==> config.mk <==
export PLATFORM = sky130hd
export DESIGN_NAME = mbps_div_chain
export DESIGN_NICKNAME = d
export VERILOG_FILES = /design/src/rtl/mbps_div_cell.sv /design/src/rtl/mbps_div_chain.sv
export SDC_FILE = /design/constraint.sdc
export NUM_CORES = 2
export LEC_CHECK = 0
export ABC_AREA = 0
export BUFFER_PORTS_ARGS = -buffer_cell sky130_fd_sc_hd__buf_2
export CORE_MARGIN = 1
export CORE_UTILIZATION = 35
export CTS_CLUSTER_SIZE = 25
export DETAILED_ROUTE_END_ITERATION = 8
export SLEW_MARGIN = 30
export SYNTH_ARGS = -nofsm -noshare
export SYNTH_HDL_FRONTEND = slang
export SYNTH_SLANG_ARGS = --single-unit
==> constraint.sdc <==
create_clock -name clk -period 3 [get_ports clk]
set_clock_uncertainty 0.1 [all_clocks]
set_input_delay 0.45 -clock clk [delete_from_list [all_inputs] [get_ports clk]]
set_output_delay 0.45 -clock clk [all_outputs]
set_load 0.03 [all_outputs]
==> src/rtl/mbps_div_cell.sv <==
`default_nettype none
// one restoring division step: shifts in the next dividend bit, emits one quotient bit
module mbps_div_cell #(
    parameter int N  = 40,
    parameter int DW = 13
) (
    input  wire logic          clk,
    input  wire logic          rst_n,
    input  wire logic          in_valid,
    input  wire logic [DW-1:0] in_rem,
    input  wire logic [N-1:0]  in_word,
    input  wire logic [DW-1:0] in_div,
    output logic               out_valid,
    output logic [DW-1:0]      out_rem,
    output logic [N-1:0]       out_word,
    output logic [DW-1:0]      out_div
);
    logic          valid_reg;
    logic [DW-1:0] rem_reg, rem_next;
    logic [N-1:0]  word_reg, word_next;
    logic [DW-1:0] div_reg;
    logic [DW:0]   trial;
    logic          ge;

    always_comb
    begin
        trial     = {in_rem, in_word[N-1]};
        ge        = trial >= {1'b0, in_div};
        rem_next  = ge ? DW'(trial - {1'b0, in_div}) : trial[DW-1:0];
        word_next = {in_word[N-2:0], ge};
    end

    always_ff @(posedge clk or negedge rst_n)
    begin
        if (!rst_n)
            valid_reg <= 1'b0;
        else
            valid_reg <= in_valid;
    end

    always_ff @(posedge clk)
    begin
        rem_reg  <= rem_next;
        word_reg <= word_next;
        div_reg  <= in_div;
    end

    assign out_valid = valid_reg;
    assign out_rem   = rem_reg;
    assign out_word  = word_reg;
    assign out_div   = div_reg;
endmodule
`default_nettype wire

==> src/rtl/mbps_div_chain.sv <==
`default_nettype none
module mbps_div_chain #(
    parameter int N  = 40,
    parameter int DW = 13
) (
    input  wire logic          clk,
    input  wire logic          rst_n,
    input  wire logic          in_valid,
    input  wire logic [N-1:0]  in_dividend,
    input  wire logic [DW-1:0] in_div,
    output logic               out_valid,
    output logic [N-1:0]       out_quot
);
    logic          v   [N+1];
    logic [DW-1:0] rem [N+1];
    logic [N-1:0]  wrd [N+1];
    logic [DW-1:0] dv  [N+1];

    assign v[0]   = in_valid;
    assign rem[0] = '0;
    assign wrd[0] = in_dividend;
    assign dv[0]  = in_div;

    for (genvar i = 0; i < N; i++)
    begin : g_cell
        mbps_div_cell #(.N(N), .DW(DW)) u_cell (
            .clk      (clk),
            .rst_n    (rst_n),
            .in_valid (v[i]),
            .in_rem   (rem[i]),
            .in_word  (wrd[i]),
            .in_div   (dv[i]),
            .out_valid(v[i+1]),
            .out_rem  (rem[i+1]),
            .out_word (wrd[i+1]),
            .out_div  (dv[i+1])
        );
    end

    assign out_valid = v[N];
    assign out_quot  = wrd[N];
endmodule
`default_nettype wire

==> metrics.md <==
| Metric | Value |
|---|---|
| GRT Overall Usage | 0.114 |
| Register bit total from synthesis | 2,654 |
| Worst setup slack before clock tree synthesis | -0.293 ns |
| Crit path arrival time | 3.57 ns |
| Worst vdd ir | 757 µV |
| Gr ovfl total | 0 |
| Worst-case headroom to the max-slew limit | 0.577 |
| Post-route clock period utilization | 0.970 |
| Top cells by instance count after synthesis | 2,614 x dfxtp_1, 656 x inv_1, 509 x ha_1 |
| Clock Tree Buf Depth | 4 |
| Detailed-route via count | 47,700 |
| Critical Path RT | 3.66 ns |
| Average cell area after synthesis | 12.4 µm² |
| Cells along the critical path | inv_1 -> ha_1 -> nor2b_1 -> o21ai_1 -> a21oi_1 -> a211oi_2 -> o211ai_1 -> a311oi_4 -> buf_12 -> mux2_2 |
| Ys flop type | dfxtp_1 |
| DP Area | 89,300 µm² |
| Nets | 7,896 |
| Cell with the most instances after synthesis | dfxtp_1 |
| Cell at the root of the clock tree | clkbuf_16 |
| Max stage delay on crit path | 0.37 ns |
| Routability congestion estimate | 0.837 |
| Clock transition at the registers of the reported paths | 0.06 ns |
| Class of the tightest hold or removal check | primary input to flop |
| Number of enable flip-flop cells after synthesis | 0 |
| Minimum period implied by the final worst setup slack | 2.91 ns |
| Post-synth ARST share | 0.0151 |
| Number of max-cap violations | 0 |
| Cell at the slowest stage of the critical path | dfxtp_1 |
| Kind of end point of the critical path | flop |
| Power density relative to cell area | 1140 nW/µm² |
| Final cell count without fillers | 10,700 |
| Sequential-to-total area share from yosys stat | 0.633 |
| Worst R2R Path Depth | 10 |
| Number of iterations in the first detailed-routing pass | 5 |
| Proportion of netlist area held by the largest area contributor | 0.621 |
| End-of-flow core utilization | 0.417 |
| Worst setup margin | 0.0901 ns |
| Number of clock sinks | 2,654 |
| Synth warn | 0 |
| Setup CP Type | flop to flop |
| Detail-routed via count per cell | 4.47 |
| Number of cells produced by synthesis | 6,814 |
| Capturing point of the worst reg2reg path | g_cell[29].u_cell.out_rem[2] |
| Number of pins with negative max-slew slack in the final report | 0 |
| Detailed router's first-iteration violation count | 2,013 |
| Core ar. | 239,000 µm² |
| Worst Hold Depth | 2 |
| Cell taking the most area after synthesis | dfxtp_1 |
| Per-cell routed wire length | 13.0 µm |
| Actual slew at the worst max-slew pin | 0.628 ns |
| First-pass GRT wire length | 233 mm |
| Outcome | complete, no violations |
| Number of DRC violations after detailed routing | 0 |
| Net count after synthesis | 7,417 |
| Post-Layout Inst Area | 99,500 µm² |
| Max Clock Freq | 344 MHz |
| Relative area change from synthesis to final layout | 18.1% |
| Largest net degree at the start of global routing | 41 |
| Leak pwr | 44.0 nW |
| Via count of the first global-routing pass | 48,600 |
| Dpl cells | 10,100 |
| Final count of negative-setup-slack endpoints | 0 |
| Library cells used by synthesis | 75 |
| Total CTS buffers | 291 |
| Count of boundary I/O pins | 97 |
| Largest cells by area after synthesis | dfxtp_1 62%, ha_1 7.6%, mux2_2 5.0%, inv_1 2.9%, xnor2_1 1.8% |
| Share of final-layout standard cells stronger than drive strength 1 | 0.142 |
| Post-route ant nets | 0 |
| CTS tree | done |
| Clock latency of the later-clocked register in the worst-skew pair | 0.92 ns |
| Largest driver fanout on the critical path | 14 |
| Reg-to-Reg Start | g_cell[28].u_cell.out_div[2] |
| Worst Hold End | g_cell[0].u_cell.out_word[21] |
| Wire length after detailed routing | 139 mm |
| Effective utilization at floorplan | 0.353 |
| Number of core rows | 179 |
| Die Wd | 493 µm |
| DPL Wire Length | 96.5 mm |
| Number of buffers added on ports | 96 |
| H-tree levels | 5 |
| Area of the die | 243,000 µm² |
| Final hold violations | 0 |
| Vertical extent of the die | 493 µm |
| Reg2reg setup slack | 0.09 ns |
| Source of the worst hold timing path | in_dividend[20] |
| Initial antenna violation count | 1 |
| Kind of launch point of the worst setup path | flop |
| Hold slack | 0.0864 ns |
| Cell Area, Synth | 84,300 µm² |
==> routing by layer <==
metal,vias up,wire length (µm),global-route usage
met4,0,4810,0.0496
met3,370,5900,0.0240
met1,22200,62700,0.139
met5,-,0,0
met2,824,65100,0.192
li1,24300,-,-
==> logic make-up after synthesis <==
group | Yosys count | share of synthesized area
buf+inv | 713 | 0.0335
fa+ha+maj | 547 | 0.0846
mux | 490 | 0.0640
compound gates | 1151 | 0.0967
xor+xnor | 301 | 0.0313
simple gates | 958 | 0.0571
flops | 2654 | 0.633
==> where the power goes <==
group | switching [mW] | internal (mW) | total (mW)
clock | 13.6 | 21.2 | 34.8
combinational | 16.3 | 16.4 | 32.7
sequential | 2.87 | 42.8 | 45.7
==> placed cells by master, fill, tap and decap left out, drive strengths merged, types with 22 or more instances in the layout <==
cell	netlist	final
a211oi	71	71
a21boi	48	48
a21o	121	121
a21oi	258	258
a221o	27	27
and3	29	29
buf	36	176
bufinv	0	23
clkbuf	21	396
clkinv	0	54
dfrtp	40	40
dfxtp	2614	2614
dlygate4sd3	0	67
fa	38	38
ha	509	509
inv	656	672
mux2	388	388
mux2i	102	102
nand2	198	198
nand2b	40	40
nand3	41	41
nand4	62	62
nor2	269	269
nor2b	91	91
nor3	112	112
nor4	25	25
o211ai	54	54
o21a	127	127
o21ai	224	224
o311ai	22	22
o31a	42	42
o31ai	41	41
xnor2	169	169
xor2	132	132
==> registers in the layout, indices dropped and copies added, names as in the netlist <==
name / flops
g_cell.u_cell.out_valid: 40
g_cell.u_cell.out_rem: 507
g_cell.u_cell.out_div: 507
g_cell.u_cell.out_word: 1600
==> timing repair <==
item,in CTS,in global routing
endpoints found under the setup margin,26,188
hold endpoints to repair,107,30
setup buffers,3,4
gates cloned,0,0
pin swaps,1,7
hold buffers,66,1
resized for setup,2,21
==> stage by stage <==
| step | setup TNS [ns] | power, mW |
|---|---|---|
| floorplan | 0 | 71.0 |
| global route | -0.00279 | 121 |
| detailed placement | -3.22 | 78.8 |
| CTS | 0 | 115 |
| global placement | -3.33 | 78.0 |
| finish | 0 | 113 |
==> worst max path at each step <==
stage,from,endpoint
2_1_floorplan,g_cell[24].u_cell.out_word[39],g_cell[25].u_cell.out_rem[10]
3_3_place_gp,g_cell[5].u_cell.out_word[39],g_cell[6].u_cell.out_rem[2]
3_5_place_dp,g_cell[5].u_cell.out_word[39],g_cell[6].u_cell.out_rem[11]
4_1_cts,g_cell[30].u_cell.out_div[7],g_cell[31].u_cell.out_rem[3]
5_1_grt,g_cell[6].u_cell.out_div[2],g_cell[7].u_cell.out_rem[9]
6_report,g_cell[28].u_cell.out_div[2],g_cell[29].u_cell.out_rem[2]
==> critical path: cells and delay by family, from the launching register on <==
family	cells	cell delay (ns)
compound gates	5	1.22
simple gates	1	0.16
flops	1	0.37
mux	1	0.34
buf+inv	2	0.25
fa+ha+maj	1	0.36
==> area by class of cell <==
class / count / area [µm²]
multi-input cells: 3447 / 28200
fillers: 22100 / 139000
clock buffers: 396 / 8220
flip-flops and latches: 2654 / 53300
repair buffers: 243 / 2120
inverters: 656 / 2460
clock inverters: 100 / 1250
well taps: 3167 / 3960
diodes: 1 / 2.50
(Power assumes the default switching activity.)
